`src/sv/pad_pkg.sv`:
```
package pad_pkg;

    // Field widths
    localparam int COORD_W    = 10;
    localparam int ANG_W      = 17;

    // CORDIC datapath
    localparam int ITERATIONS = 16;
    localparam int TABLE_LEN  = 24;
    localparam int IDX_W      = $clog2(TABLE_LEN);
    localparam int ANG_FRAC   = 24;
    localparam int FRAC_BITS  = 8;
    localparam int PRESHIFT   = 16;
    localparam int XY_W       = COORD_W + PRESHIFT + 3;
    localparam int Z_W        = 33;
    localparam int TOT_W      = 34;
    localparam int DROP       = ANG_FRAC - FRAC_BITS;
    localparam int RND_W      = TOT_W - DROP;

    localparam logic [COORD_W-1:0] CENTER_RESET = COORD_W'(300);

    // Angles in degrees, Q.24
    localparam logic signed [Z_W-1:0] DEG45   = Z_W'(45) <<< ANG_FRAC;
    localparam logic signed [Z_W-1:0] DEG90   = Z_W'(90) <<< ANG_FRAC;
    localparam logic [TOT_W-1:0]      DEG180  = TOT_W'(180) << ANG_FRAC;
    localparam logic [TOT_W-1:0]      DEG360  = TOT_W'(360) << ANG_FRAC;
    localparam logic [TOT_W-1:0]      HALF_LSB = TOT_W'(1) << (DROP - 1);
    localparam logic [RND_W-1:0]      FULL_TURN = RND_W'(360) << FRAC_BITS;

    typedef enum logic [1:0] {
        QUAD_I,
        QUAD_II,
        QUAD_III,
        QUAD_IV
    } quad_t;

    typedef struct packed {
        logic signed [XY_W-1:0] x;
        logic signed [XY_W-1:0] y;
        logic signed [Z_W-1:0]  z;
        logic                   swapped;
        quad_t                  quad;
        logic                   at_center;
    } cell_data_t;

    // atan(2^-i) in degrees, Q.24, rounded to nearest
    function automatic logic [31:0] atan_entry(input logic [IDX_W-1:0] idx);
        logic [31:0] t;
        case (idx)
            5'd0:    t = 32'd754974720;
            5'd1:    t = 32'd445687602;
            5'd2:    t = 32'd235489088;
            5'd3:    t = 32'd119537938;
            5'd4:    t = 32'd60000934;
            5'd5:    t = 32'd30029717;
            5'd6:    t = 32'd15018523;
            5'd7:    t = 32'd7509720;
            5'd8:    t = 32'd3754917;
            5'd9:    t = 32'd1877466;
            5'd10:   t = 32'd938734;
            5'd11:   t = 32'd469367;
            5'd12:   t = 32'd234684;
            5'd13:   t = 32'd117342;
            5'd14:   t = 32'd58671;
            5'd15:   t = 32'd29335;
            5'd16:   t = 32'd14668;
            5'd17:   t = 32'd7334;
            5'd18:   t = 32'd3667;
            5'd19:   t = 32'd1833;
            5'd20:   t = 32'd917;
            5'd21:   t = 32'd458;
            5'd22:   t = 32'd229;
            5'd23:   t = 32'd115;
            default: t = 32'd0;
        endcase
        return t;
    endfunction

endpackage

```
`src/sv/pad_cell.sv`:
```
module pad_cell
    import pad_pkg::*;
(
    input  logic             clk,
    input  logic             rst_n,
    input  logic             adv,
    input  logic [IDX_W-1:0] idx,
    input  logic             in_valid,
    input  cell_data_t       in_data,
    output logic             out_valid,
    output cell_data_t       out_data
);

    logic signed [XY_W-1:0] xs;
    logic signed [XY_W-1:0] ys;
    logic signed [Z_W-1:0]  t_ext;
    logic                   valid_reg;
    cell_data_t             data_reg;
    cell_data_t             data_next;

    // One vectoring step: rotate toward the x axis, accumulate the angle
    always_comb
    begin
        xs = in_data.x >>> idx;
        ys = in_data.y >>> idx;
        t_ext = Z_W'(atan_entry(idx));
        data_next = in_data;
        if (in_data.y == '0)
        begin
            data_next = in_data;
        end
        else if (!in_data.y[XY_W-1])
        begin
            data_next.x = in_data.x + ys;
            data_next.y = in_data.y - xs;
            data_next.z = in_data.z + t_ext;
        end
        else
        begin
            data_next.x = in_data.x - ys;
            data_next.y = in_data.y + xs;
            data_next.z = in_data.z - t_ext;
        end
    end

    always_ff @(posedge clk or negedge rst_n)
    begin
        if (!rst_n)
        begin
            valid_reg <= 1'b0;
        end
        else if (adv)
        begin
            valid_reg <= in_valid;
        end
    end

    always_ff @(posedge clk)
    begin
        if (adv)
        begin
            data_reg <= data_next;
        end
    end

    assign out_valid = valid_reg;
    assign out_data  = data_reg;

endmodule

```
`config.mk`:
```
export PLATFORM = sky130hd
export DESIGN_NAME = pad_cell
export DESIGN_NICKNAME = d
export VERILOG_FILES = /design/src/sv/pad_pkg.sv /design/src/sv/pad_cell.sv
export SDC_FILE = /design/constraint.sdc
export NUM_CORES = 1
export LEC_CHECK = 0
export ABC_AREA = 1
export ABC_CLOCK_PERIOD_IN_PS = 1100
export BUFFER_PORTS_ARGS = -buffer_cell sky130_fd_sc_hd__buf_2
export CAP_MARGIN = 20
export CORE_MARGIN = 2
export CORE_UTILIZATION = 45
export DETAILED_ROUTE_END_ITERATION = 8
export HOLD_SLACK_MARGIN = 0.12
export PLACE_DENSITY = 0.66
export SLEW_MARGIN = 0
export SYNTH_ARGS = -nofsm -noshare
export SYNTH_HDL_FRONTEND = slang
export SYNTH_SLANG_ARGS = --single-unit
```
`constraint.sdc`:
```
create_clock -name clk -period 1.1 [get_ports clk]
set_input_delay 0.055 -clock clk [delete_from_list [all_inputs] [get_ports clk]]
set_output_delay 0.055 -clock clk [all_outputs]
set_load 0.1 [all_outputs]
```
==> results.sh, run 1 <==
export IMPL_synthCells=2314
export IMPL_row_count=64
export IMPL_yosysWarnings=0
export IMPL_hpwl_um=48800
export IMPL_yosysMostFrequentCell="nand2_1"
export IMPL_synth_top_area_frac=0.204
export IMPL_grt_max_degree=44
export IMPL_ys_seq_elements=96
export IMPL_status="stopped before the end"
export IMPL_grt_use_total=0.768
export IMPL_place_inst=3521
export IMPL_failing_step="global routing"
export IMPL_grt_overflow_total=140
export IMPL_synth_edf_count=95
export IMPL_synthTopCellsByArea="nand2_1 (20%), edfxtp_1 (20%), nand3_1 (11%)"
export IMPL_die_w_um=181
export IMPL_ys_async_sr_fraction=0.0104
export IMPL_synth_cell_types=54
export IMPL_clk_root_buffer_cell="clkbuf_16"
export IMPL_pin_count=200
export IMPL_ys_seq_area_frac=0.203
export IMPL_synthesis_area_um2=14200
export IMPL_yosys_area_top_type="nand2_1"
export IMPL_gp_congestion=1.02
export IMPL_postSynthNetCount=2520
export IMPL_clock_path_buffers=2
export IMPL_ys_flop_type="edfxtp_1"
export IMPL_htree_levels=3
export IMPL_start_util=0.460
export IMPL_yosys_top_cells_count="nand2_1 (771), nand3_1 (307), nor2_1 (216), inv_1 (154), a21oi_1 (132)"
export IMPL_postGrtWorstEndpoint="out_data[33]$_DFFE_PP_/D"
export IMPL_clock_sinks=96
export IMPL_die_height_um=181
export IMPL_first_error="[ERROR GRT-0232] Routing congestion too high. Check the congestion heatmap in the GUI."
export IMPL_endpoint_type="sequential cell input"
export IMPL_cts_buffers=9
export IMPL_synth_area_per_cell_um2=6.12
export IMPL_numPortBuffers=199
[through the flow]
step	worst slack, ns	cell area [µm²]	hold WS, ns	TNS (ns)	utilization
floorplan	-2.60	14400	-0.241	-175.83	-
global placement	-3.20	22200	-0.170	-239.64	0.723
detailed placement	-3.33	22200	-0.167	-247.03	0.723
CTS	-2.45	26400	0.121	-182.76	0.859
[cell families after synthesis]
kind of cell,share of synthesized area
XOR/XNOR,0.0656
adder cells (fa/ha/maj),0.0917
AND/OR/NAND/NOR,0.416
flip-flops,0.203
buffers and inverters,0.0756
multiplexers,0.00159
AO/OA/AOI/OAI,0.147
[layer usage]
metal  global-route usage  overflow
met4                0.816        53
met1                0.747         0
met2                0.950        82
met3                0.597         4
met5                0.281         1
[what timing repair did]
item | in CTS
cloned | 5
setup endpoints to repair | 97
pin swaps | 227
endpoints found under the hold margin | 64
gates resized for setup | 595
buffers inserted | 110
hold buffers | 59
==> inputs of run 2 (changes only) <==
--- a/config.mk
+++ b/config.mk
@@ -10,10 +10,9 @@
 export BUFFER_PORTS_ARGS = -buffer_cell sky130_fd_sc_hd__buf_2
 export CAP_MARGIN = 20
 export CORE_MARGIN = 2
-export CORE_UTILIZATION = 45
+export CORE_UTILIZATION = 30
 export DETAILED_ROUTE_END_ITERATION = 8
-export HOLD_SLACK_MARGIN = 0.12
-export PLACE_DENSITY = 0.66
+export PLACE_DENSITY_LB_ADDON = 0.15
 export SLEW_MARGIN = 0
 export SYNTH_ARGS = -nofsm -noshare
 export SYNTH_HDL_FRONTEND = slang
==> results.sh, run 2 <==
export IMPL_status="finished with violations"
export IMPL_violations="setup timing"
export IMPL_synthCells=2314
export IMPL_antenna_found_initial=0
export IMPL_yosys_top_cells_count="nand2_1 (771), nand3_1 (307), nor2_1 (216), inv_1 (154), a21oi_1 (132)"
export IMPL_synth_mux_area_frac=0.00159
export IMPL_preCtsSetupSlack_ns=-3.36
export IMPL_cp_start_kind="input pin"
export IMPL_numPortBuffers=199
export IMPL_cts_tree="yes"
export IMPL_wl_per_cell_um=17.2
export IMPL_synth_compound_area_frac=0.147
export IMPL_finClkSkew_ns=0
export IMPL_clk_root_buffer_cell="clkbuf_16"
export IMPL_maxSlewHeadroom=0.746
export IMPL_drt_iter0_drc=1113
export IMPL_final_common_cell="buf_4"
export IMPL_synthesis_area_um2=14200
export IMPL_synth_top_family_by_area="simple AND/OR/NAND/NOR gates"
export IMPL_clkTransAtPathRegs_ns=0.08
export IMPL_synth_area_per_cell_um2=6.12
export IMPL_yosysWarnings=0
export IMPL_setup_viol=91
export IMPL_pin_count=200
export IMPL_worst_hold_path_type="input pin to flop"
export IMPL_row_count=79
export IMPL_dieArea_um2=48900
export IMPL_drive_gt1_frac=0.506
export IMPL_peakVddDrop_v=0.00124
export IMPL_cpMaxStageDelayCell="ha_1"
export IMPL_htree_levels=3
export IMPL_area_growth_pct=94.0
export IMPL_yosys_area_share_xor_xnor=0.0656
export IMPL_die_w_um=221
export IMPL_insertion_delay_ns=0.40
export IMPL_viasPerCell=5.04
export IMPL_gp_congestion=0.948
export IMPL_cpMostUsedCell="nand2_1"
export IMPL_post_route_period_util=3.29
export IMPL_start_util=0.304
export IMPL_clock_sinks=96
export IMPL_grt_first_pass_wirelength_um=103000
export IMPL_synth_fa_ha_area_frac=0.0917
export IMPL_crit_fanout=8
export IMPL_yosys_area_top_type="nand2_1"
export IMPL_num_vias=19713
export IMPL_ys_async_sr_fraction=0.0104
export IMPL_synth_edf_count=95
export IMPL_hpwl_um=52200
export IMPL_crit_arrival_ns=3.78
export IMPL_largest_reg_flops=95
export IMPL_fmax_mhz=277
export IMPL_place_area_um2=22800
export IMPL_synthTopCellsByArea="nand2_1 (20%), edfxtp_1 (20%), nand3_1 (11%)"
export IMPL_grt_max_degree=45
export IMPL_firstDrtPassIters=5
export IMPL_worst_slack_ns=-2.51
export IMPL_rsz0062_at_grt="yes"
export IMPL_slowest_delay_ns=0.39
export IMPL_cts_buffers=9
export IMPL_routed_wl_um=67200
export IMPL_detail_route_antenna_nets=0
export IMPL_drc=0
export IMPL_worstPathRequired_ns=1.27
export IMPL_worst_slew_pin_slew_ns=0.382
export IMPL_finalHoldViolations=0
export IMPL_power_density_nw_per_um2=1410
export IMPL_synth_simple_gate_area_frac=0.416
export IMPL_crit_family="simple AND/OR/NAND/NOR gates"
export IMPL_ys_seq_area_frac=0.203
export IMPL_core_um2=46600
export IMPL_ys_flop_type="edfxtp_1"
export IMPL_synth_cell_types=54
export IMPL_final_area_um2=27500
export IMPL_yosysMostFrequentCell="nand2_1"
export IMPL_nets=3503
export IMPL_power_mw=38.7
export IMPL_clock_path_buffers=2
export IMPL_final_min_clock_period_ns=3.61
export IMPL_ys_seq_elements=96
export IMPL_cp_num_buf_inv=6
export IMPL_grt_overflow_total=0
export IMPL_end_kind="flop"
export IMPL_diodes=0
export IMPL_postSynthNetCount=2520
export IMPL_synth_top_area_frac=0.204
export IMPL_grt_use_total=0.262
export IMPL_drv_cap=0
export IMPL_die_height_um=221
export IMPL_leakage_nw=13.2
export IMPL_whs_ns=0.0174
export IMPL_finish_utilization=0.590
export IMPL_finalMaxSlewViolations=0
export IMPL_worstSetupPathType="input pin to flop"
export IMPL_most_common_layout_cells="buf_4 (747), nand2_1 (612), nand3_1 (179)"
export IMPL_grt_pass1_vias=19748
==> run 2: cell families after synthesis <==
logic type | after synthesis
mux | 2
simple gates | 1393
xor+xnor | 106
buf+inv | 252
flops | 96
fa+ha+maj | 102
compound gates | 363
==> run 2: cell type report <==
cell class | instances | area [µm²]
Timing Repair Buffer | 1057 | 9640
Inverter | 167 | 653
Sequential cell | 96 | 2880
Clock inverter | 5 | 63.8
Tap cell | 607 | 759
Fill cell | 4338 | 19100
Multi-Input combinational cell | 1966 | 13200
Clock buffer | 11 | 243
==> run 2: path summary, 6_finish.rpt <==
| kind | depth (start not counted) | start | slack [ns] | endpoint |
|---|---|---|---|---|
| worst max-delay path | 30 | idx[0] | -2.51 | out_data[35] |
| worst min-delay path | 3 | in_data[28] | 0.02 | out_data[28] |
| worst max register to register | 1 | out_valid | 0.31 | out_valid |
| worst min register to register | 1 | out_valid | 0.58 | out_valid |
| max in group asynchronous | 3 | rst_n | 0.52 | out_valid |
| min in group asynchronous | 3 | rst_n | 0.48 | out_valid |
==> run 2: what timing repair did <==
| item | in CTS | in global routing |
|---|---|---|
| pin swaps | 116 | 111 |
| cloned | 5 | 2 |
| setup buffers | 54 | 35 |
| endpoints found under the setup margin | 133 | 126 |
| hold buffers | 36 | 0 |
| gates resized for setup | 438 | 353 |
| hold endpoints to repair | 35 | 0 |
==> run 2: power by group <==
part	leakage [nW]	switching, mW	total [mW]	internal (mW)
Combinational	12.1	16.4	29.1	12.7
Clock	0.147	1.67	3.52	1.85
Sequential	0.942	0.730	6.12	5.39
==> run 2: stage by stage <==
step	setup TNS [ns]	cells
final	-183.00	3909
after detailed placement	-249.88	3762
after CTS	-180.33	3872
after global routing	-198.74	3909
after global placement	-244.93	3762
after floorplan	-175.83	2314
==> run 2: per-layer routing <==
layer,global-route usage,part of all wire,vias up
met5,0,0,-
met4,0.106,0.039,0
met3,0.0353,0.039,139
met2,0.474,0.51,461
met1,0.312,0.41,9347
li1,-,-,9766
Power figures use the tool's default switching activity.
