File: src/sv/pad_pkg.sv
package pad_pkg;

    // Field widths
    localparam int COORD_W    = 10;
    localparam int ANG_W      = 17;

    // CORDIC datapath
    localparam int ITERATIONS = 16;
    localparam int TABLE_LEN  = 24;
    localparam int IDX_W      = $clog2(TABLE_LEN);
    localparam int ANG_FRAC   = 24;
    localparam int FRAC_BITS  = 8;
    localparam int PRESHIFT   = 16;
    localparam int XY_W       = COORD_W + PRESHIFT + 3;
    localparam int Z_W        = 33;
    localparam int TOT_W      = 34;
    localparam int DROP       = ANG_FRAC - FRAC_BITS;
    localparam int RND_W      = TOT_W - DROP;

    localparam logic [COORD_W-1:0] CENTER_RESET = COORD_W'(300);

    // Angles in degrees, Q.24
    localparam logic signed [Z_W-1:0] DEG45   = Z_W'(45) <<< ANG_FRAC;
    localparam logic signed [Z_W-1:0] DEG90   = Z_W'(90) <<< ANG_FRAC;
    localparam logic [TOT_W-1:0]      DEG180  = TOT_W'(180) << ANG_FRAC;
    localparam logic [TOT_W-1:0]      DEG360  = TOT_W'(360) << ANG_FRAC;
    localparam logic [TOT_W-1:0]      HALF_LSB = TOT_W'(1) << (DROP - 1);
    localparam logic [RND_W-1:0]      FULL_TURN = RND_W'(360) << FRAC_BITS;

    typedef enum logic [1:0] {
        QUAD_I,
        QUAD_II,
        QUAD_III,
        QUAD_IV
    } quad_t;

    typedef struct packed {
        logic signed [XY_W-1:0] x;
        logic signed [XY_W-1:0] y;
        logic signed [Z_W-1:0]  z;
        logic                   swapped;
        quad_t                  quad;
        logic                   at_center;
    } cell_data_t;

    // atan(2^-i) in degrees, Q.24, rounded to nearest
    function automatic logic [31:0] atan_entry(input logic [IDX_W-1:0] idx);
        logic [31:0] t;
        case (idx)
            5'd0:    t = 32'd754974720;
            5'd1:    t = 32'd445687602;
            5'd2:    t = 32'd235489088;
            5'd3:    t = 32'd119537938;
            5'd4:    t = 32'd60000934;
            5'd5:    t = 32'd30029717;
            5'd6:    t = 32'd15018523;
            5'd7:    t = 32'd7509720;
            5'd8:    t = 32'd3754917;
            5'd9:    t = 32'd1877466;
            5'd10:   t = 32'd938734;
            5'd11:   t = 32'd469367;
            5'd12:   t = 32'd234684;
            5'd13:   t = 32'd117342;
            5'd14:   t = 32'd58671;
            5'd15:   t = 32'd29335;
            5'd16:   t = 32'd14668;
            5'd17:   t = 32'd7334;
            5'd18:   t = 32'd3667;
            5'd19:   t = 32'd1833;
            5'd20:   t = 32'd917;
            5'd21:   t = 32'd458;
            5'd22:   t = 32'd229;
            5'd23:   t = 32'd115;
            default: t = 32'd0;
        endcase
        return t;
    endfunction

endpackage

File: src/sv/pad_prep.sv
module pad_prep
    import pad_pkg::*;
(
    input  logic               clk,
    input  logic               rst_n,
    input  logic               adv,
    input  logic               in_valid,
    input  logic [COORD_W-1:0] x_coord,
    input  logic [COORD_W-1:0] y_coord,
    input  logic [COORD_W-1:0] center,
    output logic               out_valid,
    output cell_data_t         out_data
);

    logic signed [COORD_W:0] dx;
    logic signed [COORD_W:0] dy;
    logic [COORD_W-1:0]      ax;
    logic [COORD_W-1:0]      ay;
    logic [COORD_W-1:0]      big;
    logic [COORD_W-1:0]      lit;
    logic                    valid_reg;
    cell_data_t              data_reg;
    cell_data_t              data_next;

    // Form offsets from the center, fold to the first octant
    always_comb
    begin
        dx = $signed({1'b0, x_coord}) - $signed({1'b0, center});
        dy = $signed({1'b0, center}) - $signed({1'b0, y_coord});
        ax = dx[COORD_W] ? COORD_W'(-dx) : dx[COORD_W-1:0];
        ay = dy[COORD_W] ? COORD_W'(-dy) : dy[COORD_W-1:0];
        data_next.swapped = (ay > ax);
        big = data_next.swapped ? ay : ax;
        lit = data_next.swapped ? ax : ay;
        data_next.x = XY_W'({big, {PRESHIFT{1'b0}}});
        data_next.y = XY_W'({lit, {PRESHIFT{1'b0}}});
        data_next.z = '0;
        data_next.at_center = (dx == '0) && (dy == '0);
        if (!dx[COORD_W] && !dy[COORD_W])
        begin
            data_next.quad = QUAD_I;
        end
        else if (dx[COORD_W] && !dy[COORD_W])
        begin
            data_next.quad = QUAD_II;
        end
        else if (dx[COORD_W] || dx == '0)
        begin
            data_next.quad = QUAD_III;
        end
        else
        begin
            data_next.quad = QUAD_IV;
        end
    end

    // Advance valid with the pipeline
    always_ff @(posedge clk or negedge rst_n)
    begin
        if (!rst_n)
        begin
            valid_reg <= 1'b0;
        end
        else if (adv)
        begin
            valid_reg <= in_valid;
        end
    end

    // Hold payload unless the pipeline moves
    always_ff @(posedge clk)
    begin
        if (adv)
        begin
            data_reg <= data_next;
        end
    end

    assign out_valid = valid_reg;
    assign out_data  = data_reg;

endmodule

File: config.mk
export PLATFORM = sky130hd
export DESIGN_NAME = pad_prep
export DESIGN_NICKNAME = d
export VERILOG_FILES = /design/src/sv/pad_pkg.sv /design/src/sv/pad_prep.sv
export SDC_FILE = /design/constraint.sdc
export NUM_CORES = 1
export LEC_CHECK = 0
export ABC_AREA = 1
export BUFFER_PORTS_ARGS = -buffer_cell sky130_fd_sc_hd__buf_2
export CAP_MARGIN = 10
export CORE_MARGIN = 8
export CORE_UTILIZATION = 35
export CTS_CLUSTER_SIZE = 12
export DETAILED_ROUTE_END_ITERATION = 10
export GPL_TIMING_DRIVEN = 0
export PLACE_DENSITY = 0.62
export SLEW_MARGIN = 25
export SYNTH_ARGS = -nofsm -noshare
export SYNTH_HDL_FRONTEND = slang
export SYNTH_SLANG_ARGS = --single-unit
export TNS_END_PERCENT = 30
File: constraint.sdc
create_clock -name clk -period 1 [get_ports clk]
set_input_delay 0.15 -clock clk [delete_from_list [all_inputs] [get_ports clk]]
set_output_delay 0.15 -clock clk [all_outputs]
set_load 0.005 [all_outputs]
==> results of run 1 <==
[flip-flops by register name (all words and copies together), names as in the netlist]
register / cells
out_data: 24
out_valid: 1
[area by class of cell]
cell class	instances	share of cell area [%]
tap	136	3.399
clock inverter	1	0.09998
multi-input combinational	421	49.66
sequential	25	14.90
buffer	76	11.85
inverter	86	6.798
clock buffer	3	0.8248
timing repair buffer	99	12.47
[layout by cell type (no fill, tap or decap), types with 8 or more instances in the layout]
cell type | netlist | routed
ha_1 | 32 | 22
conb_1 | 1 | 71
o21ai_1 | 9 | 11
nand4_1 | 8 | 8
nand3_2 | 2 | 8
inv_1 | 80 | 71
buf_4 | 73 | 110
inv_2 | 4 | 10
nor2_1 | 24 | 20
edfxtp_1 | 24 | 24
nand2_1 | 161 | 145
a21oi_1 | 12 | 11
nand3_1 | 46 | 40
nand2_2 | 12 | 26
buf_2 | 1 | 56
[per-layer routing]
metal | wire length [um] | GRT usage [%]
met2 | 4301 | 23.08
met3 | 686 | 3.741
met5 | 0 | 0
met4 | 123 | 3.843
met1 | 4171 | 15.06
[final timing paths]
| check | end | cells past startpoint |
|---|---|---|
| worst max-delay path | out_data[60] | 21 |
| max in group asynchronous | out_valid | 2 |
| worst min-delay path | out_valid | 2 |
| min in group asynchronous | out_valid | 2 |
| worst min register to register | out_valid | 1 |
| worst max register to register | out_valid | 1 |
[power by group]
| part | total, mW | switching, mW | internal [mW] |
|---|---|---|---|
| clock | 0.571 | 0.292 | 0.279 |
| sequential | 1.75 | 0.0621 | 1.68 |
| combinational | 4.74 | 2.62 | 2.13 |
[cell families after synthesis]
kind of cell               Yosys count
and+or+nand+nor                    268
buffers and inverters              162
AOI/OAI and AO/OA                   37
adders and majority gates           34
DFF                                 25
xor gates and xnor gates             9
other                                1
muxes                                1
[what timing repair did]
| item | in CTS | in global routing |
|---|---|---|
| hold buffers | 1 | 0 |
| resized for setup | 35 | 41 |
| pin swaps | 18 | 22 |
| setup buffers | 30 | 6 |
| endpoints found under the setup margin | 24 | 24 |
| gates cloned | 3 | 2 |
| endpoints found under the hold margin | 1 | 0 |
[per-stage QoR]
step           setup slack [ps]  instances
3_5_place_dp              -2638        801
6_report                  -2170        847
5_1_grt                   -2296        847
2_1_floorplan             -2090        607
4_1_cts                   -2117        839
3_3_place_gp              -2571        801
[worst max-delay path: stages]
cell	delay (ps)
buf_8	100
ha_4	160
fa_2	590
nand2_2	80
nor2_4	120
nand3_2	110
nor2_4	140
nand3_2	80
nand2_2	90
nand3_1	80
nand2_2	100
inv_1	80
ha_4	280
nand4_1	150
nor3_2	210
o21ai_1	90
o211ai_1	150
nand2_4	130
buf_4	180
nand2_1	50
o21ai_1	60
[cell usage after synthesis (all sizes together)]
master,n
a211oi,1
a21oi,14
and3,1
buf,75
clkbuf,1
clkinv,1
conb,1
dfrtp,1
edfxtp,24
fa,2
ha,32
inv,85
mux2,1
nand2,173
nand3,49
nand3b,2
nand4,8
nor2,30
nor3,4
o211ai,1
o21a,1
o21ai,19
o21bai,1
or2,1
xnor2,2
xor2,7
==> out/qor.csv, run 1 <==
metric,value,unit
cts_buffers,3,
utilization,49.15,%
report.final.hold_viol_count,0,
drt_iter0_markers,111,
min_path_type,in -> reg,
maxCapViolCount,0,
period_needed,3170,ps
grt_max_degree,26,
setup_slack,-2170,ps
seq_area,745.7,um^2
portBuffers,58,
power,7.061,mW
cts_tree,done,
die_y,117.5,um
die_w,117.5,um
firstDrtPassIters,4,
dp_hpwl,7611,um
cellPowerDensity,1410,nW/um^2
synth_area_leader_cell,edfxtp_1,
grt_pass1_vias,3654,
synth_compound_area_share,6.033,%
cp-startpoint,center[0],
tightestPinTransition,518.3,ps
yosysTopAreaCellShare,19.97,%
synth.avg_cell_area,6.720,um^2
r2r-start,out_valid,
overflow,0,
timing.final.crit_share,317.0,%
violations,setup timing,
antenna-diode-count,0,
syn_area,3608,um^2
drv_slew,0,
routed_wirelength,9282,um
synth_top_family_by_area,simple AND/OR/NAND/NOR gates,
outcome,"finished, violations left",
vias,3559,
cp_data_arrival_time,3200,ps
start_util,35.43,%
setup_viol,24,
hp-start,in_valid,
die-area,13810,um^2
relSlewSlack,65.45,%
nFillCells,1033,
ios,130,
timing.fmax,315.5,MHz
synth_fa_ha_area_share,12.21,%
grt_usage,13.11,%
synth.area.top_cells,"edfxtp_1 20%, nand2_1 17%, buf_4 15%",
clk_latency,270,ps
layout.nets,780,
clock-skew-final,0,ps
synthCells,537,
synthMuxAreaShare,0.3121,%
ys_seq_area_share,20.67,%
synth-xor-area-share,2.809,%
cts.sinks,25,
whs,107.1,ps
synth_cell_types,40,
clockBufferDepth,2,
ir_drop,962.0,uV
routed_via_density,4.202,
ys_seq_elements,25,
rrSetupSlack,270,ps
p_leak,2.825,nW
clockRootBuffer,clkbuf_8,
drc,0,
rows,37,
end_kind,flip-flop,
drtAntennaViolNets,0,
drive_above_1_share,38.12,%
grt_pass1_wl,15870,um
dpl-instance-area,4388,um^2
multiInputGateArea,2486,um^2
rsz0062_at_grt,yes,
yosysWarnings,0,
final_area,5006,um^2
coreArea,10180,um^2
tns,-49160,ps
critical_path_class,in -> reg,
crit_path_start_kind,input pin,
yosys.area_share.simple,33.11,%
syn_to_final_growth,38.73,%
critical_path_required,1030,ps
crit_fanout,5,
h-tree-depth,1,
routabilityCongestion,0.8544,
post_drt_wl_per_cell,10.96,um
path_clk_slew,80,ps
antenna_found_initial,0,
Power figures use the tool's default switching activity.
==> run 2: changes to the inputs <==
Settings changed: PLACE_DENSITY 0.62 to not set, SLEW_MARGIN 25 to 20.
==> out/qor.csv, run 2 (same netlist as run 1, synthesis figures left out) <==
metric,value,unit
routed_via_density,4.119,
grt_pass1_wl,14850,um
drtAntennaViolNets,0,
setup_viol,24,
dp_hpwl,7518,um
timing.fmax,327.3,MHz
seq_power_share,25.2,%
crit_fanout,5,
maxCapViolCount,0,
cts.sinks,25,
final_common_cell,nand2_1,
clkPwrFrac,8.1,%
grt_max_degree,26,
relSlewSlack,65.58,%
reg2regPathDepth,1,
setup_slack,-2056,ps
coreArea,10180,um^2
vias,3402,
seq_area,745.7,um^2
p_leak,2.723,nW
violations,setup timing,
min_path_type,in -> reg,
hp-start,in_valid,
tightestPinTransition,516.3,ps
grt_usage,12.44,%
grt_pass1_vias,3413,
critical_path_required,1010,ps
outcome,"finished, violations left",
rows,37,
post_drt_wl_per_cell,10.75,um
end_kind,flip-flop,
start_util,35.43,%
drive_above_1_share,38.26,%
routabilityCongestion,0.8173,
clock-skew-final,0,ps
die_w,117.5,um
fin_cells,826,
ir_drop,790.6,uV
clockRootBuffer,clkbuf_8,
cts_tree,done,
rsz0062_at_grt,yes,
p_int,4.034,mW
r2r-start,out_valid,
report.final.hold_viol_count,0,
clockBufferDepth,2,
antenna-diode-count,0,
drt_iter0_markers,132,
rrSetupSlack,260,ps
dpl-instance-area,4388,um^2
syn_to_final_growth,36.65,%
power,6.945,mW
routed_wirelength,8881,um
multiInputGateArea,2561,um^2
hold_depth,2,
die_y,117.5,um
largest_reg_flops,24,
min_to,out_valid,
cellPowerDensity,1408,nW/um^2
nFillCells,1038,
overflow,0,
cp_data_arrival_time,3060,ps
drc,0,
crit_path_start_kind,input pin,
timing.final.crit_share,305.6,%
layout.nets,759,
dpl.cell_count,801,
final_area,4931,um^2
antenna_found_initial,0,
portBuffers,58,
switching_share,41.91,%
path_clk_slew,80,ps
timing.rr.end,out_valid,
drv_slew,0,
power_frac_comb,66.7,%
mostFrequentLayoutCells,"139 x nand2_1, 87 x buf_4, 71 x conb_1, 70 x inv_1, 55 x buf_2",
critical_path_class,in -> reg,
ios,130,
firstDrtPassIters,4,
switching_power,2.911,mW
h-tree-depth,1,
clk_latency,260,ps
period_needed,3056,ps
cts_buffers,3,
die-area,13810,um^2
-- run 2: changes by cell type in the layout (fill, tap and decap cells not counted), moves of 2 or more --
cell,previous run,this run
ha_1,22,19
nand3_2,8,10
nand2_2,26,32
inv_4,2,4
buf_6,5,7
buf_4,110,87
nand3_1,40,37
ha_2,3,6
nor2_4,5,9
nor2_2,5,2
nand2_1,145,139
-- run 2: metal layers --
| layer | GRT usage [%] | vias up | routed length (um) |
|---|---|---|---|
| met2 | 21.94 | 109 | 4042 |
| met1 | 14.36 | 1424 | 4035 |
| met5 | 0 | - | 0 |
| li1 | - | 1864 | - |
| met4 | 2.642 | 0 | 66 |
| met3 | 3.981 | 5 | 737 |
-- run 2: through the flow --
step / setup TNS [ps] / worst slack [ps] / hold slack (ps) / utilization (%)
2_1_floorplan: -45580 / -2090 / -145.6 / -
3_3_place_gp: -56640 / -2579 / -75.83 / 43.08
3_5_place_dp: -58940 / -2684 / -73.76 / 43.08
4_1_cts: -45870 / -2113 / 115.2 / 45.93
5_1_grt: -48260 / -2227 / 123.0 / 48.42
6_report: -44350 / -2056 / 118.5 / 48.42
-- run 2: layout make-up --
| class | count | area share [%] |
|---|---|---|
| Timing Repair Buffer | 78 | 9.668 |
| Buffer | 76 | 12.00 |
| Clock buffer | 4 | 0.9135 |
| Sequential cell | 25 | 15.12 |
| Tap cell | 136 | 3.451 |
| Inverter | 86 | 6.902 |
| Multi-Input combinational cell | 421 | 51.94 |
-- run 2: power by group through the flow --
| stage | clock network (mW) | registers [mW] | logic (mW) |
|---|---|---|---|
| finish | 0.563 | 1.75 | 4.63 |
| global route | 0.604 | 1.80 | 5.22 |
| CTS | 0.580 | 1.76 | 4.25 |
| detailed placement | 0 | 1.78 | 3.78 |
| global placement | 0 | 1.77 | 3.71 |
| floorplan | 0 | 1.86 | 2.71 |
-- run 2: timing repair --
action	CTS	global route
gates resized for setup	45	51
setup endpoints to repair	24	24
cloned	3	1
hold buffers	1	0
pin swaps	25	20
endpoints found under the hold margin	1	0
buffers inserted	9	7
-- run 2: worst max-delay path, cell delays in order --
cell      delay [ps]
buf_8             80
inv_4             30
ha_4             150
fa_2             580
ha_4             150
inv_4             30
nor2_4            90
nand3_2          100
nor2_4           140
buf_6            120
nor2_2            40
xnor2_2          140
ha_1             280
nand4_1          140
nor3_2           220
o21ai_1           90
o211ai_1         110
nand2_2          130
clkbuf_8         170
nand2_1           70
o21ai_1           60
-- run 2: how the worst max path moves through the flow --
stage	startpoint	end	slack [ps]
after global routing	center[0]	out_data[84]	-2230
after floorplan	x_coord[0]	out_data[84]	-2090
after global placement	center[0]	out_data[83]	-2580
after detailed placement	center[0]	out_data[83]	-2680
final	center[0]	out_data[84]	-2060
after CTS	x_coord[0]	out_data[83]	-2110
==> run 3: changes to the inputs <==
Settings changed: ABC_AREA 1 to not set.
==> out/qor.csv, run 3 <==
metric,value,unit
ys_seq_area_share,23.99,%
fin_cells,618,
cts_tree,done,
mostFrequentLayoutCells,"98 x buf_4, 71 x conb_1, 55 x buf_2, 30 x inv_1, 24 x edfxtp_1",
synthCells,347,
nFillCells,825,
vias,2657,
drt_iter0_markers,60,
synth_edf_count,24,
synth_most_common_cell,buf_4,
drtAntennaViolNets,0,
clockRootBuffer,clkbuf_8,
die_y,110.2,um
dpl-instance-area,3998,um^2
syn_area,3108,um^2
clk_latency,270,ps
utilization,52.87,%
p_leak,2.339,nW
ir_drop,712.9,uV
start_util,35.81,%
setup_slack,-2553,ps
layout.nets,579,
tightestPinTransition,550.4,ps
critical_path_class,in -> reg,
die_w,110.2,um
h-tree-depth,1,
synth.avg_cell_area,8.957,um^2
clock-skew-final,0,ps
grt_pass1_wl,12270,um
routed_wirelength,7725,um
dpl.cell_count,583,
min_path_type,in -> reg,
die-area,12150,um^2
cp_data_arrival_time,3670,ps
grt_pass1_vias,2784,
clockBufferDepth,2,
dp_hpwl,6372,um
async_flop_share,4.000,%
drv_slew,0,
routed_via_density,4.299,
relSlewSlack,63.30,%
final_area,4588,um^2
ys_seq_elements,25,
synth_cell_types,51,
ios,130,
overflow,0,
maxCapViolCount,0,
outcome,"finished, violations left",
grt_max_degree,26,
firstDrtPassIters,4,
antenna-diode-count,0,
largest_reg_flops,24,
portBuffers,58,
timing.final.crit_share,355.3,%
timing.fmax,281.5,MHz
rsz0062_at_grt,yes,
path_clk_slew,80,ps
coreArea,8678,um^2
ys.flop_type,edfxtp_1,
grt_usage,12.40,%
cts.sinks,25,
critical_path_required,1110,ps
drc,0,
synthTopCellsByCount,"71 x buf_4, 36 x inv_1, 32 x ha_1",
synth_area_leader_cell,edfxtp_1,
power,7.425,mW
end_kind,flip-flop,
yosysWarnings,0,
tns,-56020,ps
crit_fanout,5,
yosysTopAreaCellShare,23.19,%
report.final.hold_viol_count,0,
cellPowerDensity,1618,nW/um^2
setup_viol,24,
syn_to_final_growth,47.62,%
post_drt_wl_per_cell,12.50,um
final_common_cell,buf_4,
cts_buffers,3,
antenna_found_initial,0,
period_needed,3553,ps
synth.area.top_cells,"edfxtp_1 23%, buf_4 17%, ha_1 13%",
rows,34,
routabilityCongestion,0.8271,
violations,setup timing,
drive_above_1_share,46.08,%
crit_path_start_kind,input pin,
-- run 3: changes by cell type in the layout (fill, tap and decap cells not counted), moves of 10 or more --
cell / before / now
nand2_1: 139 / 15
inv_1: 70 / 30
nand3_1: 37 / 2
nand2_2: 32 / 0
mux2i_1: 0 / 19
buf_4: 87 / 98
nand3_2: 10 / 0
-- run 3: report_power, final --
part	internal (mW)	switching (mW)	leakage, nW
sequential	1.72	0.0771	0.246
clock	0.285	0.309	0.0228
combinational	2.66	2.37	2.07
-- run 3: final cells by class --
type                       instances  area, um^2  share of cell area, %
multi-input combinational        281        2369                  51.62
sequential                        25       745.7                  16.25
buffer                            75       580.6                  12.65
timing repair buffer              89       563.0                  12.27
inverter                          36       150.1                  3.272
tap                              108       135.1                  2.945
clock buffer                       4       45.04                 0.9817
-- run 3: path summary, 6_finish.rpt --
path                            depth (start not counted)        from  slack [ps]            to
worst max-delay path                                   21  x_coord[0]       -2550  out_data[55]
worst min-delay path                                    2    in_valid         110     out_valid
min in group asynchronous                               2       rst_n         180     out_valid
max in group asynchronous                               2       rst_n         740     out_valid
worst min register to register                          1   out_valid         510     out_valid
worst max register to register                          1   out_valid         270     out_valid
-- run 3: logic make-up after synthesis --
family / count (synthesis) / synth area share (%)
and+or+nand+nor: 67 / 11.27
xor gates and xnor gates: 28 / 7.890
buffers and inverters: 111 / 21.98
muxes: 21 / 6.803
AOI/OAI and AO/OA: 60 / 13.77
adders and majority gates: 34 / 14.17
other: 1 / 0.1207
DFF: 25 / 23.99
-- run 3: worst max-delay path: stages --
cell and delay, ps:
buf_8 110, inv_12 40, ha_4 130, fa_2 220
nor2b_2 50, o31a_1 280, or4_4 450, a31oi_4 250
xnor2_2 120, o41ai_4 260, xnor2_2 170, ha_4 290
nand4_1 130, nor2_1 150, o21ai_1 80, nand2_1 70
nor3_2 50, a31oi_2 160, buf_6 160, buf_8 130
mux2i_1 210
-- run 3: stage by stage --
step | setup slack [ps] | hold slack, ps
finish | -2553 | 107.4
global route | -2740 | 101.7
CTS | -2552 | 105.0
detailed placement | -3149 | -74.82
global placement | -3038 | -76.20
floorplan | -2486 | -145.6
-- run 3: repair_timing --
item / CTS / global route
pin swaps: 14 / 15
buffers inserted: 21 / 8
gates cloned: 2 / 0
hold endpoints to repair: 1 / 0
setup endpoints to repair: 24 / 24
hold buffers: 1 / 0
resized for setup: 26 / 38
-- run 3: per-layer routing --
metal	share of wire (%)	vias to the layer above	global-route usage [%]
met5	0	-	0
met4	1.2	0	3.806
met3	8.3	8	3.372
met1	40	1176	13.08
met2	51	80	23.33
li1	-	1393	-
