--- src/sv/pad_pkg.sv ---
package pad_pkg;

    // Field widths
    localparam int COORD_W    = 10;
    localparam int ANG_W      = 17;

    // CORDIC datapath
    localparam int ITERATIONS = 16;
    localparam int TABLE_LEN  = 24;
    localparam int IDX_W      = $clog2(TABLE_LEN);
    localparam int ANG_FRAC   = 24;
    localparam int FRAC_BITS  = 8;
    localparam int PRESHIFT   = 16;
    localparam int XY_W       = COORD_W + PRESHIFT + 3;
    localparam int Z_W        = 33;
    localparam int TOT_W      = 34;
    localparam int DROP       = ANG_FRAC - FRAC_BITS;
    localparam int RND_W      = TOT_W - DROP;

    localparam logic [COORD_W-1:0] CENTER_RESET = COORD_W'(300);

    // Angles in degrees, Q.24
    localparam logic signed [Z_W-1:0] DEG45   = Z_W'(45) <<< ANG_FRAC;
    localparam logic signed [Z_W-1:0] DEG90   = Z_W'(90) <<< ANG_FRAC;
    localparam logic [TOT_W-1:0]      DEG180  = TOT_W'(180) << ANG_FRAC;
    localparam logic [TOT_W-1:0]      DEG360  = TOT_W'(360) << ANG_FRAC;
    localparam logic [TOT_W-1:0]      HALF_LSB = TOT_W'(1) << (DROP - 1);
    localparam logic [RND_W-1:0]      FULL_TURN = RND_W'(360) << FRAC_BITS;

    typedef enum logic [1:0] {
        QUAD_I,
        QUAD_II,
        QUAD_III,
        QUAD_IV
    } quad_t;

    typedef struct packed {
        logic signed [XY_W-1:0] x;
        logic signed [XY_W-1:0] y;
        logic signed [Z_W-1:0]  z;
        logic                   swapped;
        quad_t                  quad;
        logic                   at_center;
    } cell_data_t;

    // atan(2^-i) in degrees, Q.24, rounded to nearest
    function automatic logic [31:0] atan_entry(input logic [IDX_W-1:0] idx);
        logic [31:0] t;
        case (idx)
            5'd0:    t = 32'd754974720;
            5'd1:    t = 32'd445687602;
            5'd2:    t = 32'd235489088;
            5'd3:    t = 32'd119537938;
            5'd4:    t = 32'd60000934;
            5'd5:    t = 32'd30029717;
            5'd6:    t = 32'd15018523;
            5'd7:    t = 32'd7509720;
            5'd8:    t = 32'd3754917;
            5'd9:    t = 32'd1877466;
            5'd10:   t = 32'd938734;
            5'd11:   t = 32'd469367;
            5'd12:   t = 32'd234684;
            5'd13:   t = 32'd117342;
            5'd14:   t = 32'd58671;
            5'd15:   t = 32'd29335;
            5'd16:   t = 32'd14668;
            5'd17:   t = 32'd7334;
            5'd18:   t = 32'd3667;
            5'd19:   t = 32'd1833;
            5'd20:   t = 32'd917;
            5'd21:   t = 32'd458;
            5'd22:   t = 32'd229;
            5'd23:   t = 32'd115;
            default: t = 32'd0;
        endcase
        return t;
    endfunction

endpackage

--- src/sv/pad_finish.sv ---
module pad_finish
    import pad_pkg::*;
(
    input  logic             clk,
    input  logic             rst_n,
    input  logic             adv,
    input  logic             in_valid,
    input  cell_data_t       in_data,
    output logic             out_valid,
    output logic [ANG_W-1:0] angle_deg,
    output logic             at_center
);

    logic signed [Z_W-1:0] zc;
    logic signed [Z_W-1:0] zs;
    logic [TOT_W-1:0]      zu;
    logic [TOT_W-1:0]      total_next;
    logic [TOT_W-1:0]      total_reg;
    logic                  center_a_reg;
    logic                  valid_a_reg;
    logic [TOT_W-1:0]      rsum;
    logic [RND_W-1:0]      rnd;
    logic [ANG_W-1:0]      angle_next;
    logic [ANG_W-1:0]      angle_reg;
    logic                  center_reg;
    logic                  valid_reg;

    // Clamp to the octant, unfold the swap, place in the quadrant
    always_comb
    begin
        if (in_data.z[Z_W-1])
        begin
            zc = '0;
        end
        else if (in_data.z > DEG45)
        begin
            zc = DEG45;
        end
        else
        begin
            zc = in_data.z;
        end
        zs = in_data.swapped ? (DEG90 - zc) : zc;
        zu = TOT_W'(unsigned'(zs));
        case (in_data.quad)
            QUAD_I:   total_next = zu;
            QUAD_II:  total_next = DEG180 - zu;
            QUAD_III: total_next = DEG180 + zu;
            QUAD_IV:  total_next = DEG360 - zu;
            default:  total_next = zu;
        endcase
    end

    // Round to nearest, wrap a full turn to zero, force zero at the center
    always_comb
    begin
        rsum = total_reg + HALF_LSB;
        rnd = rsum[TOT_W-1:DROP];
        if (center_a_reg || rnd >= FULL_TURN)
        begin
            angle_next = '0;
        end
        else
        begin
            angle_next = rnd[ANG_W-1:0];
        end
    end

    always_ff @(posedge clk or negedge rst_n)
    begin
        if (!rst_n)
        begin
            valid_a_reg <= 1'b0;
            valid_reg   <= 1'b0;
        end
        else if (adv)
        begin
            valid_a_reg <= in_valid;
            valid_reg   <= valid_a_reg;
        end
    end

    always_ff @(posedge clk)
    begin
        if (adv)
        begin
            total_reg    <= total_next;
            center_a_reg <= in_data.at_center;
            angle_reg    <= angle_next;
            center_reg   <= center_a_reg;
        end
    end

    assign out_valid = valid_reg;
    assign angle_deg = angle_reg;
    assign at_center = center_reg;

endmodule

--- config.mk ---
export PLATFORM = sky130hd
export DESIGN_NAME = pad_finish
export DESIGN_NICKNAME = d
export VERILOG_FILES = /design/src/sv/pad_pkg.sv /design/src/sv/pad_finish.sv
export SDC_FILE = /design/constraint.sdc
export NUM_CORES = 1
export LEC_CHECK = 0
export ABC_CLOCK_PERIOD_IN_PS = 2300
export BUFFER_PORTS_ARGS = -buffer_cell sky130_fd_sc_hd__buf_2
export CAP_MARGIN = 20
export CORE_MARGIN = 2
export CORE_UTILIZATION = 48
export DETAILED_ROUTE_END_ITERATION = 6
export PLACE_DENSITY = 0.88
export SLEW_MARGIN = 5
export SYNTH_ARGS = -nofsm -noshare
export SYNTH_HDL_FRONTEND = slang
export SYNTH_SLANG_ARGS = --single-unit
--- constraint.sdc ---
create_clock -name clk -period 2.3 [get_ports clk]
set_clock_uncertainty 0.2 [all_clocks]
set_input_delay 0.46 -clock clk [delete_from_list [all_inputs] [get_ports clk]]
set_output_delay 0.46 -clock clk [all_outputs]
set_load 0.1 [all_outputs]
==> summary by stage, run 1 <==
Run status
The flow ran to the end, but the final reports show violations. The final reports fail on setup timing.

Detailed routing
The wire length reported by the detailed router is 16860 um. The overall via count from detail_route is 5450. Dividing the detail-routed via count by the number of cells gives roughly 6.7. Once detail routing completed, the nets flagged for antenna violations numbered 0. The iteration-0 DRC count of the detailed router is 530.

Dividing the detail-routed wire length by the instance count gives roughly 20 um. After detailed routing, the number of remaining DRC violations is 0. The iteration count of the initial detailed-routing pass is 5.

Floorplanning
The die area is about 9000 sq um. The number of placement rows is 33. The die width is around 95 um. The die outline height is between 90 and 100 um. The area of the core is about 8100 sq um. The number of primary I/O pins is 118. For this configuration, the core starts out at a cell density of 48.88%.

Timing
Based on the critical path, the design can be clocked at up to ~220 MHz. The number of pins with negative max-slew slack in the final report was 0. The final critical delay including setup and external delays is 4.492 ns. Final hold analysis gives a worst-case slack of between 0.1 and 0.15 ns.

Dividing the final minimum period by the clock period gives 195.3%. The number of hold violations in the final report is 0. The slack of the critical path is -2.192 ns. The transition time at the pin with the least slew margin is roughly 0.64 ns. Headroom to the max-slew limit came out at between 50% and 60%. The number of endpoints failing setup at the final stage is 36. The final setup TNS is -41.46 ns.

Setup repair after global routing could not meet its margin everywhere.

Worst setup path
In this run the worst path has a maximum fanout of 4. The type of the worst setup path is in -> reg. The worst setup path is launched from a primary input. Data on the critical path arrives at its endpoint at about 4.3 ns. The critical path required time is 2.14 ns. The kind of end point of the critical path is a flop.

Power
The power density relative to cell area is between 400 and 500 nW/um^2. The worst-case IR drop observed on VDD is ~0.26 mV. The post-layout total power is 2.857 mW. The analysis attributes to cell leakage a power of between 2 and 3 nW.

Place
Buffers placed on the I/O ports in this run total slightly below 60. The worst slack at placement is -2.420 ns. Detailed placement ended at an HPWL of roughly 10000 um. In this run, placement finished with an instance count of ~780. The congestion estimate from routability-driven global placement came to approximately 1.1.

Clock tree
The number of clock buffers added by TritonCTS is 5. The H-tree was split into 2 levels. After clock tree synthesis, the clock-pin slew on the worst setup and hold paths is approximately 0.070 ns. Clock latency on the worst-skew pair, taken at its later pin, is ~0.29 ns. The clock tree from TritonCTS is done.

The clock root buffer is sky130_fd_sc_hd__clkbuf_8. The buffer depth of the longest clock path is 2. The clock sink count is 40.

Finish
The library cells used most frequently in the layout, excluding fill and tap cells, are 168 x sky130_fd_sc_hd__buf_4, 57 x sky130_fd_sc_hd__buf_2, 44 x sky130_fd_sc_hd__nand2_1. Of the cells placed in the final design, the portion with a size suffix greater than 1 is a little under half. Compared with the post-synthesis result, the final layout area differs by 60.86%.

The diode insertion count for antenna repair is 0. The post-layout instance count excluding filler cells is just over 800. The most frequent standard cell in the layout excluding fill and tap cells is sky130_fd_sc_hd__buf_4. The number of fillers in the final layout is 465.

The count of nets after finishing is just over 800. The register with the most flip-flops in the layout has 19 of them.

Global routing
Global routing consumed, over all layers together, a little over a third of the routing resources. The number of global-route vias before repair was about 5400. The first global-routing pass estimated between 20000 and 30000 um of wire. The largest net degree at the start of global routing is 25.

The remaining global-route overflow is 0. The number of antenna violations at the first check in global routing came to 0.

Synth
The post-synthesis average cell area is 8.165 sq um. The number of synthesized flops with an enable pin is 38. The top flip-flop cell by instance count after synthesis is sky130_fd_sc_hd__edfxtp_1.

The cell area after synthesis is slightly below 4000 sq um. After technology mapping, the gate count stands at ~490. The largest area contributor in the netlist is sky130_fd_sc_hd__edfxtp_1.

The total of warnings raised by yosys is 0. After synthesis, the cell types taking the most area are sky130_fd_sc_hd__edfxtp_1 29%, sky130_fd_sc_hd__nor2_1 5.9%, sky130_fd_sc_hd__nand2_1 4.9%, sky130_fd_sc_hd__xnor2_1 4.8%, sky130_fd_sc_hd__xor2_1 4.2%. For this run, asynchronously set or reset flops after synthesis account for 5.000%. The flip-flop and latch count after synthesis is 40. After synthesis, the netlist uses between 70 and 80 different library cells. The top cell type by area accounts for 28.70% of the synthesized area.

The sequential-to-total area share from yosys stat is approximately 30%.

Hold path
In this run the worst hold path is classified as in -> reg.

Flow run
Max-cap violations in this run came to 0.
## cells by family after synthesis
family,Yosys count,synth area share [%]
adders and majority gates,6,1.888
AOI/OAI and AO/OA,129,23.03
other,1,0.09431
and+or+nand+nor,225,30.24
buffers and inverters,39,4.185
muxes,6,1.573
xor gates and xnor gates,41,9.031
DFF,40,29.96
## area by class of cell
cell class                      count  area (sq um)  area share (%)
Timing Repair Buffer              242          1775           27.76
Inverter                           15         56.30          0.8803
Clock inverter                      1         5.005         0.07825
Multi-Input combinational cell    409          3161           49.41
Sequential cell                    40          1191           18.62
Tap cell                          105         131.4           2.054
Clock buffer                        7         76.32           1.193
## worst max-delay path, cell delays in order
cell and delay, ns:
sky130_fd_sc_hd__buf_6 0.09, sky130_fd_sc_hd__nor4bb_2 0.27, sky130_fd_sc_hd__nand4_1 0.23, sky130_fd_sc_hd__or4_4 0.62, sky130_fd_sc_hd__nand2_8 0.11, sky130_fd_sc_hd__nand2_4 0.06, sky130_fd_sc_hd__ha_4 0.16, sky130_fd_sc_hd__nor4b_4 0.13
sky130_fd_sc_hd__nand2_1 0.13, sky130_fd_sc_hd__o32ai_1 0.16, sky130_fd_sc_hd__a311o_1 0.31, sky130_fd_sc_hd__a221oi_2 0.31, sky130_fd_sc_hd__nand4_2 0.24, sky130_fd_sc_hd__buf_6 0.19, sky130_fd_sc_hd__a2111oi_4 0.38, sky130_fd_sc_hd__o21ai_2 0.14
sky130_fd_sc_hd__a31oi_2 0.20, sky130_fd_sc_hd__xnor2_1 0.12
## path summary, 6_finish.rpt
kind | startpoint | end | slack, ns | cells past startpoint
hold / removal | in_data[0] | center_a_reg | 0.15 | 1
setup reg to reg | total_reg[16] | angle_deg[10] | -0.22 | 12
hold reg to reg | center_a_reg | at_center | 0.29 | 0
setup / recovery | in_data[27] | total_reg[29] | -2.19 | 18
max in group asynchronous | rst_n | out_valid | 1.53 | 2
min in group asynchronous | rst_n | valid_a_reg | 0.27 | 2
## per-stage QoR
stage	cell area [sq um]	util, %
CTS	6251	76.85
global route	6396	78.63
global placement	5572	68.50
detailed placement	5572	68.50
finish	6396	78.63
floorplan	4150	-
## synth_stat cells, drive strengths merged, types with 14 or more instances
cell,count
xnor2,22
nand2,52
o21ai,23
edfxtp,38
nor2,64
xor2,19
nand3,19
a21oi,21
clkbuf,19
inv,14
nor4,16
## where the power goes
group	total, mW	leakage, nW	internal [mW]	switching, mW
Combinational	1.43	2.16	0.589	0.843
Sequential	0.974	0.408	0.902	0.0723
Clock	0.450	0.0422	0.213	0.237
Total	2.86	2.61	1.70	1.15
## what timing repair did
| action | CTS | global route |
|---|---|---|
| hold buffers | 1 | 0 |
| hold endpoints to repair | 2 | 0 |
| buffers inserted | 29 | 6 |
| gates cloned | 2 | 0 |
| pin swaps | 49 | 24 |
| setup endpoints to repair | 36 | 36 |
| resized for setup | 80 | 37 |
## metal layers
| layer | vias to the layer above | part of all wire [%] | global-route usage (%) |
|---|---|---|---|
| met4 | 0 | 7.8 | 23.67 |
| met2 | 454 | 50 | 67.61 |
| li1 | 2329 | - | - |
| met1 | 2512 | 33 | 35.38 |
| met3 | 155 | 9.4 | 6.640 |
| met5 | - | 0 | 0 |
(Power assumes the default switching activity.)
==> run 2: changes to the inputs <==
Settings changed: CELL_PAD_IN_SITES_DETAIL_PLACEMENT set to 0, CELL_PAD_IN_SITES_GLOBAL_PLACEMENT set to 1, CORE_UTILIZATION 48 to 35.
==> run 2 against run 1 <==
Compared with the run above:
- routed wire length decreased by 19%
- critical path depth decreased by 1
- via count decreased by 10%
- the run still ends with setup timing left
- die area increased by 35%
- largest cell class unchanged
- power increased by 3.5%
- maximum frequency increased by 3.7%
- setup slack improved by 0.16 ns
- clock power increased by 40%
==> summary by stage, run 2 (same netlist as run 1, synthesis figures left out) <==
Finish
The count of nets after finishing is 814 (-0.49%). The share of the core filled with cells in the final layout came to 59.23% (-19 points). The post-layout instance count excluding filler cells is 849 (+3.7%). The number of flip-flops under the largest register name is 19 (unchanged). The library cells used most frequently in the layout, excluding fill and tap cells, are 169 x sky130_fd_sc_hd__buf_4, 56 x sky130_fd_sc_hd__buf_2, 42 x sky130_fd_sc_hd__nor2_1. The finished layout cell area is 6505 sq um (+1.7%). The share of cells above drive strength 1 is 48.10% (+0.48 points). From synthesis to final layout, the design area changed by 63.59%.

The diode insertion count for antenna repair is 0 (unchanged). Leaving out fill and tap cells, the most frequent cell in the layout is sky130_fd_sc_hd__buf_4.

Global routing
The largest net degree at the start of global routing is 29 (+16%). The number of antenna violations at the first check in global routing was 0 (unchanged). The wire length of the first global-routing pass came to 22050 um (-12%). The combined global-route utilization of all metal layers came to 21.03% (-15 points). The remaining global-route overflow is 0 (unchanged). The number of global-route vias before repair is 4698 (-14%).

Place
The total of buffers placed on input and output ports is 59 (unchanged). The number of cells in the design after placement was 811 (+4.4%). The worst slack at placement came to -2.384 ns (+0.03569 ns). The final HPWL from detailed placement came to 9806 um (-3.7%). The weighted congestion reported at the end of routability-driven placement came to 1.094 (+4.0%).

The post-detailed-placement cell area is 5595 sq um (+0.43%).

Floorplanning
The number of placement rows is 38 (+15%). The die width is 110.6 um (+16%). The die outline height is 110.6 um (+16%). The area of the core is 10980 sq um (+35%). The initial standard-cell utilization of the core came to 36.20% (-13 points). The die area is 12230 sq um (+35%). The number of primary I/O pins is 118 (unchanged).

Power
The power density relative to cell area came to 454.7 nW/um^2 (+1.8%). The post-layout total power is 2.958 mW (+3.5%). The reported leakage power is 2.649 nW (+1.5%). The maximum resistive drop on vdd is 0.5804 mV (+120%).

Worst setup path
STA classifies the critical path endpoint as a flop. The type of the worst setup path is in -> reg. The critical path required time is 2.12 ns (-0.02 ns).

STA classifies the critical path startpoint as a primary input. The critical-path maximum fanout was 5 (+1). The worst setup slack for register-to-register paths is -0.04 ns (+0.18 ns). The arrival time at the worst endpoint was 4.16 ns (-0.17 ns).

Clock tree
The insertion delay of the later-clocked pin in the worst-skew pair was 0.28 ns (about the same). The clock root buffer is sky130_fd_sc_hd__clkbuf_16. The clock sink count is 40 (unchanged). TritonCTS built the clock tree. The total CTS buffers was 5 (unchanged).

The number of levels in the clock H-tree was 2 (unchanged). The clock transition at the registers of the reported paths came to 0.05 ns (-0.02 ns). The buffer depth of the longest clock path is 2 (unchanged).

Detailed routing
The iteration-0 DRC count of the detailed router was 433 (-18%). The post-detailed-route DRC marker count is 0 (unchanged). The iteration count of the initial detailed-routing pass is 5 (unchanged). The overall via count from detail_route is 4906 (-10%). The average wire per cell in the routed design is 16.13 um (-22%).

The remaining number of nets flagged by the antenna check after routing is 0 (unchanged). The wire length reported by the detailed router came to 13700 um (-19%). The number of vias per cell was 5.779 (-13%).

Timing
The slack of the critical path is -2.032 ns (+0.1596 ns). The share of the clock period used by the worst path after layout is 188.3% (-6.9 points). The worst slew slack as a fraction of its limit is 56.94% (-0.33 points). The number of pins with negative max-slew slack in the final report is 0 (unchanged). The number of endpoints failing setup at the final stage is 28 (-22%). The final critical delay including setup and external delays came to 4.332 ns (-0.1596 ns). The number of hold violations in the final report is 0 (unchanged).

The transition time at the pin with the least slew margin is 0.6401 ns (+0.004978 ns). The peak clock frequency supported by timing was 230.8 MHz (+3.7%). Setup repair after global routing could not meet its margin everywhere. The worst hold slack was 0.1695 ns (+0.02279 ns). The final setup TNS is -35.15 ns (+6.312 ns).

Run status
The checks that failed: setup timing. The run finished, with violations left.

Flow run
The number of violations of the max-capacitance limit is 0 (unchanged).

Hold path
The min-delay analysis places its worst path in the category in -> reg.
run 2: cell types whose count changed in the layout (fill, tap and decap cells not counted), moves of 2 or more:
cell	before	now
sky130_fd_sc_hd__clkbuf_8	5	0
sky130_fd_sc_hd__nand2_4	3	5
sky130_fd_sc_hd__nand2_1	44	41
sky130_fd_sc_hd__buf_6	11	7
sky130_fd_sc_hd__a31oi_2	3	0
sky130_fd_sc_hd__nand3_2	1	3
sky130_fd_sc_hd__nor2_2	2	6
sky130_fd_sc_hd__nor2_4	20	16
sky130_fd_sc_hd__nand3_1	16	14
sky130_fd_sc_hd__a31oi_1	6	8
sky130_fd_sc_hd__clkbuf_16	0	5
run 2: path summary, 6_finish.rpt:
kind	cells after the start	end	startpoint
worst max-delay path	17	total_reg[27]	in_data[29]
worst min-delay path	1	center_a_reg	in_data[0]
worst max register to register	14	angle_deg[2]	total_reg[15]
worst min register to register	0	at_center	center_a_reg
max in group asynchronous	2	out_valid	rst_n
min in group asynchronous	2	valid_a_reg	rst_n
run 2: timing repair:
action | 4_1_cts | 5_1_grt
pin swaps | 47 | 27
buffers inserted | 18 | 14
endpoints found under the setup margin | 36 | 36
hold endpoints to repair | 2 | 0
hold buffers | 1 | 0
resized for setup | 70 | 52
cloned | 2 | 0
run 2: critical path: stages:
cell and delay [ns]:
sky130_fd_sc_hd__buf_8 0.09, sky130_fd_sc_hd__nor4bb_2 0.26, sky130_fd_sc_hd__nand4_1 0.24, sky130_fd_sc_hd__or4_4 0.62, sky130_fd_sc_hd__nand2_8 0.10, sky130_fd_sc_hd__nand2_4 0.06
sky130_fd_sc_hd__ha_4 0.18, sky130_fd_sc_hd__nor4b_4 0.14, sky130_fd_sc_hd__nand4_1 0.14, sky130_fd_sc_hd__buf_4 0.17, sky130_fd_sc_hd__o311ai_0 0.17, sky130_fd_sc_hd__a32oi_1 0.29
sky130_fd_sc_hd__nand4_2 0.22, sky130_fd_sc_hd__or4_4 0.53, sky130_fd_sc_hd__o211a_1 0.23, sky130_fd_sc_hd__a31oi_1 0.15, sky130_fd_sc_hd__o21ai_1 0.08
run 2: layer usage:
metal / up-vias / wire (um) / GRT usage, %
met3: 41 / 798 / 2.086
met2: 231 / 7162 / 38.94
li1: 2314 / - / -
met5: - / 0 / 0
met1: 2320 / 5404 / 26.07
met4: 0 / 333 / 5.250
run 2: area by class of cell:
class                           instances  area, sq um
Clock inverter                          1        5.005
Timing Repair Buffer                  238         1733
Inverter                               15        56.30
Tap cell                              140        175.2
Fill cell                             895         4478
Clock buffer                            6        128.9
Multi-Input combinational cell        409         3216
Sequential cell                        40         1191
run 2: power breakdown:
group / switching [mW] / internal, mW / leakage [nW] / total, mW
sequential: 0.0665 / 0.903 / 0.408 / 0.970
clock: 0.237 / 0.393 / 0.0667 / 0.630
combinational: 0.776 / 0.581 / 2.17 / 1.36
total: 1.08 / 1.88 / 2.65 / 2.96
==> run 3: changes to the inputs <==
Settings changed: ABC_CLOCK_PERIOD_IN_PS 2300 to 4500, CORE_MARGIN 2 to 4, CORE_UTILIZATION 35 to 38, MAX_ROUTING_LAYER set to met4, PLACE_DENSITY 0.88 to 0.91.
Clock period 2.3 ns to 4.5 ns, I/O delays scaled along.
==> run 3 against run 2 <==
Compared with the run above:
- critical path depth rose by 2
- sequential power fell by 50%
- cell area fell by 13%
- core utilization fell by 4.4 points
- final cell count fell by 7.9%
- non-clock buffer count fell by 64
- first-iteration DRC count fell by 43%
- the flow still finishes with violations (setup timing)
- largest power group unchanged
- clock-buffer cell count fell by 1
- worst hold slack improved by 0.019 ns
- flip-flop and latch count did not move
- critical endpoint is now total_reg[32]
- global-route usage fell by 2.0 points
- largest cell class unchanged
- sequential share of layout area rose by 2.8 points
==> summary by stage, run 3 (same netlist as run 1, synthesis figures left out) <==
Clock tree
The clock sink count was 40 (unchanged). The number of levels in the clock H-tree is 2 (unchanged). The buffer depth of the longest clock path is 2 (unchanged). The total CTS buffers came to 5 (unchanged). TritonCTS built the clock tree. The insertion delay of the later-clocked pin in the worst-skew pair is 0.28 ns (about the same). The quantity of hold-fixing buffers added after cts was 0 (-1). The clock root buffer is sky130_fd_sc_hd__clkbuf_8. The clock transition at the registers of the reported paths is 0.07 ns (+0.02 ns).

Place
The post-detailed-placement cell area is 5154 sq um (-7.9%). The worst slack at placement came to -0.5974 ns (+1.787 ns). The final HPWL from detailed placement is 8770 um (-11%). The weighted congestion reported at the end of routability-driven placement is 0.9706 (-11%).

The total of buffers placed on input and output ports is 59 (unchanged).

Floorplanning
The area of the core is 10280 sq um (-6.4%). The number of placement rows is 37 (-2.6%). The number of primary I/O pins was 118 (unchanged). The die width is 110.3 um (-0.26%).

The die outline height came to 110.3 um (-0.26%). The die area is 12170 sq um (-0.52%). The initial standard-cell utilization of the core is 38.69% (+2.5 points).

Worst setup path
The library cell contributing the largest single delay on the critical path is sky130_fd_sc_hd__or4_4. The worst setup path is launched from a primary input. The path depth of the worst reg2reg path is 10 (-4).

The critical path required time is 4.33 ns (+2.21 ns). The critical-path maximum fanout is 4 (-1). The most critical setup path has its startpoint at in_data[18]. The worst stage delay on the critical path is 0.57 ns (-0.05 ns). The worst setup path is captured at a flop.

Among the stages of the critical path, the cell type that occurs most often is sky130_fd_sc_hd__buf_6. Traced cell by cell, the critical path runs through buf_6 -> nor4_4 -> nand4_1 -> or4_4 -> nand2_8 -> nand2_4 -> ha_4 -> nor4b_4 -> nand2_2 -> o32ai_2 -> a311o_1 -> a221oi_2 -> nand4_2 -> buf_4 -> buf_6 -> nor2_4 -> nand3_2 -> a211o_1 -> a31o_1. In this run the critical register-to-register path is launched from total_reg[17]. The type of the worst setup path is in -> reg. The arrival time at the worst endpoint was 4.68 ns (+0.52 ns). The worst register-to-register path ends at angle_deg[3]. The worst setup slack for register-to-register paths was 1.71 ns (+1.75 ns).

Run status
The checks that failed: setup timing. The run finished, with violations left.

Finish
The share of cells above drive strength 1 is 35.76% (-12 points). The diode insertion count for antenna repair is 0 (unchanged). Leaving out fill and tap cells, the most frequent cell in the layout is sky130_fd_sc_hd__buf_4. The finished layout cell area is 5633 sq um (-13%). The count of nets after finishing came to 750 (-7.9%). The layout-stage area growth over the synthesis result is 41.66%. In the layout the commonest cells are 110 x sky130_fd_sc_hd__buf_4, 62 x sky130_fd_sc_hd__nor2_1, 54 x sky130_fd_sc_hd__buf_2. The number of fillers in the final layout is 914 (+2.1%). The share of the core filled with cells in the final layout was 54.81% (-4.4 points). The number of flip-flops under the largest register name is 19 (unchanged).

Flow run
The number of violations of the max-capacitance limit is 0 (unchanged).

Power
The maximum resistive drop on vdd came to 0.1996 mV (-66%). The power density relative to cell area is 234.7 nW/um^2 (-48%). The reported leakage power is 2.256 nW (-15%).

The share of total power consumed by net switching is 35.41% (-1.1 points). The clock network fraction of total power is 20.2% (-1.1 points). The power dissipated by switching net loads is 0.4682 mW (-57%).

The internal power is 0.8541 mW (-55%). The power share of the sequential group is 36.8% (+4.0 points). The power share of the combinational group is 43.0% (-2.9 points).

Detailed routing
The number of vias per cell was 5.662 (-2.0%). The post-detailed-route DRC marker count is 0 (unchanged). The average wire per cell in the routed design is 14.57 um (-9.7%).

The remaining number of nets flagged by the antenna check after routing was 0 (unchanged). The iteration-0 DRC count of the detailed router was 246 (-43%). The iteration count of the initial detailed-routing pass is 5 (unchanged). The overall via count from detail_route is 4428 (-9.7%). The wire length reported by the detailed router is 11390 um (-17%).

Timing
The number of pins with negative max-slew slack in the final report is 0 (unchanged). Timing would allow up to 206.3 MHz. The share of the clock period used by the worst path after layout is 107.7%. The smallest clock period supported by the final layout is computed as 4.846 ns. The worst hold slack is 0.1888 ns (+0.01932 ns). Setup repair after global routing could not meet its margin everywhere. The slack of the critical path is -0.3463 ns (+1.686 ns).

The transition time at the pin with the least slew margin was 0.7840 ns (+0.1439 ns). The worst slew slack as a fraction of its limit is 47.73% (-9.2 points). The number of endpoints failing setup at the final stage is 15 (-46%). The number of hold violations in the final report is 0 (unchanged).

Global routing
The largest net degree at the start of global routing is 41 (+41%). The number of antenna violations at the first check in global routing is 0 (unchanged). The number of global-route vias before repair came to 4184 (-11%). The wire length of the first global-routing pass is 18420 um (-16%). The remaining global-route overflow was 0 (unchanged). The combined global-route utilization of all metal layers came to 19.04% (-2.0 points).

Hold path
The class of the tightest hold or removal check is in -> async.
-- run 3: cell types whose count changed in the layout (fill, tap and decap cells not counted), moves of 5 or more --
cell / previous run / this run
sky130_fd_sc_hd__buf_4: 169 / 110
sky130_fd_sc_hd__nor2_2: 6 / 1
sky130_fd_sc_hd__nand2_1: 41 / 46
sky130_fd_sc_hd__nor2_1: 42 / 62
sky130_fd_sc_hd__clkbuf_8: 0 / 5
sky130_fd_sc_hd__nor2_4: 16 / 1
sky130_fd_sc_hd__o21ai_0: 10 / 17
sky130_fd_sc_hd__clkbuf_16: 5 / 0
-- run 3: stage by stage --
step	TNS, ns	cells	total power, mW
floorplan	-2.784	488	0.8243
global placement	-6.889	756	0.9825
detailed placement	-7.306	756	0.9973
CTS	-0.7756	776	1.301
global route	-5.577	782	1.390
finish	-3.475	782	1.322
-- run 3: worst max path at each step --
stage | cells past startpoint | slack (ns) | end
6_report | 19 | -0.35 | total_reg[32]
5_1_grt | 19 | -0.45 | total_reg[32]
4_1_cts | 17 | -0.18 | total_reg[27]
3_5_place_dp | 17 | -0.60 | total_reg[27]
3_3_place_gp | 17 | -0.58 | total_reg[27]
2_1_floorplan | 19 | -0.44 | total_reg[27]
-- run 3: worst max-delay path, delay by kind of cell --
kind	cells	cell delay, ns
adders and majority gates	1	0.17
AOI/OAI and AO/OA	5	1.21
buffers and inverters	3	0.42
and+or+nand+nor	10	1.96
-- run 3: per-layer routing --
layer	wire, um	up-vias	track usage, %
met5	0	-	-
met4	218	0	5.629
met3	806	20	2.796
met2	5669	184	34.10
met1	4697	2049	22.06
li1	-	2175	-
-- run 3: repair_timing --
item | 4_1_cts | 5_1_grt
setup endpoints to repair | 15 | 17
pin swaps | 13 | 9
setup buffers | 13 | 7
resized for setup | 31 | 18
gates cloned | 0 | 0
-- run 3: layout make-up --
type	instances	area (sq um)	area share, %
repair buffers	174	1212	21.52
flip-flops and latches	40	1191	21.15
clock buffers	5	68.82	1.222
clock inverters	3	37.54	0.6664
multi-input cells	409	2897	51.42
inverters	15	56.30	0.9996
well taps	136	170.2	3.021
-- run 3: power groups by stage --
| stage | combinational [mW] | clock (mW) | sequential (mW) |
|---|---|---|---|
| floorplan | 0.242 | 0 | 0.582 |
| global placement | 0.491 | 0 | 0.492 |
| detailed placement | 0.503 | 0 | 0.494 |
| CTS | 0.539 | 0.275 | 0.486 |
| global route | 0.613 | 0.285 | 0.492 |
| finish | 0.568 | 0.267 | 0.487 |
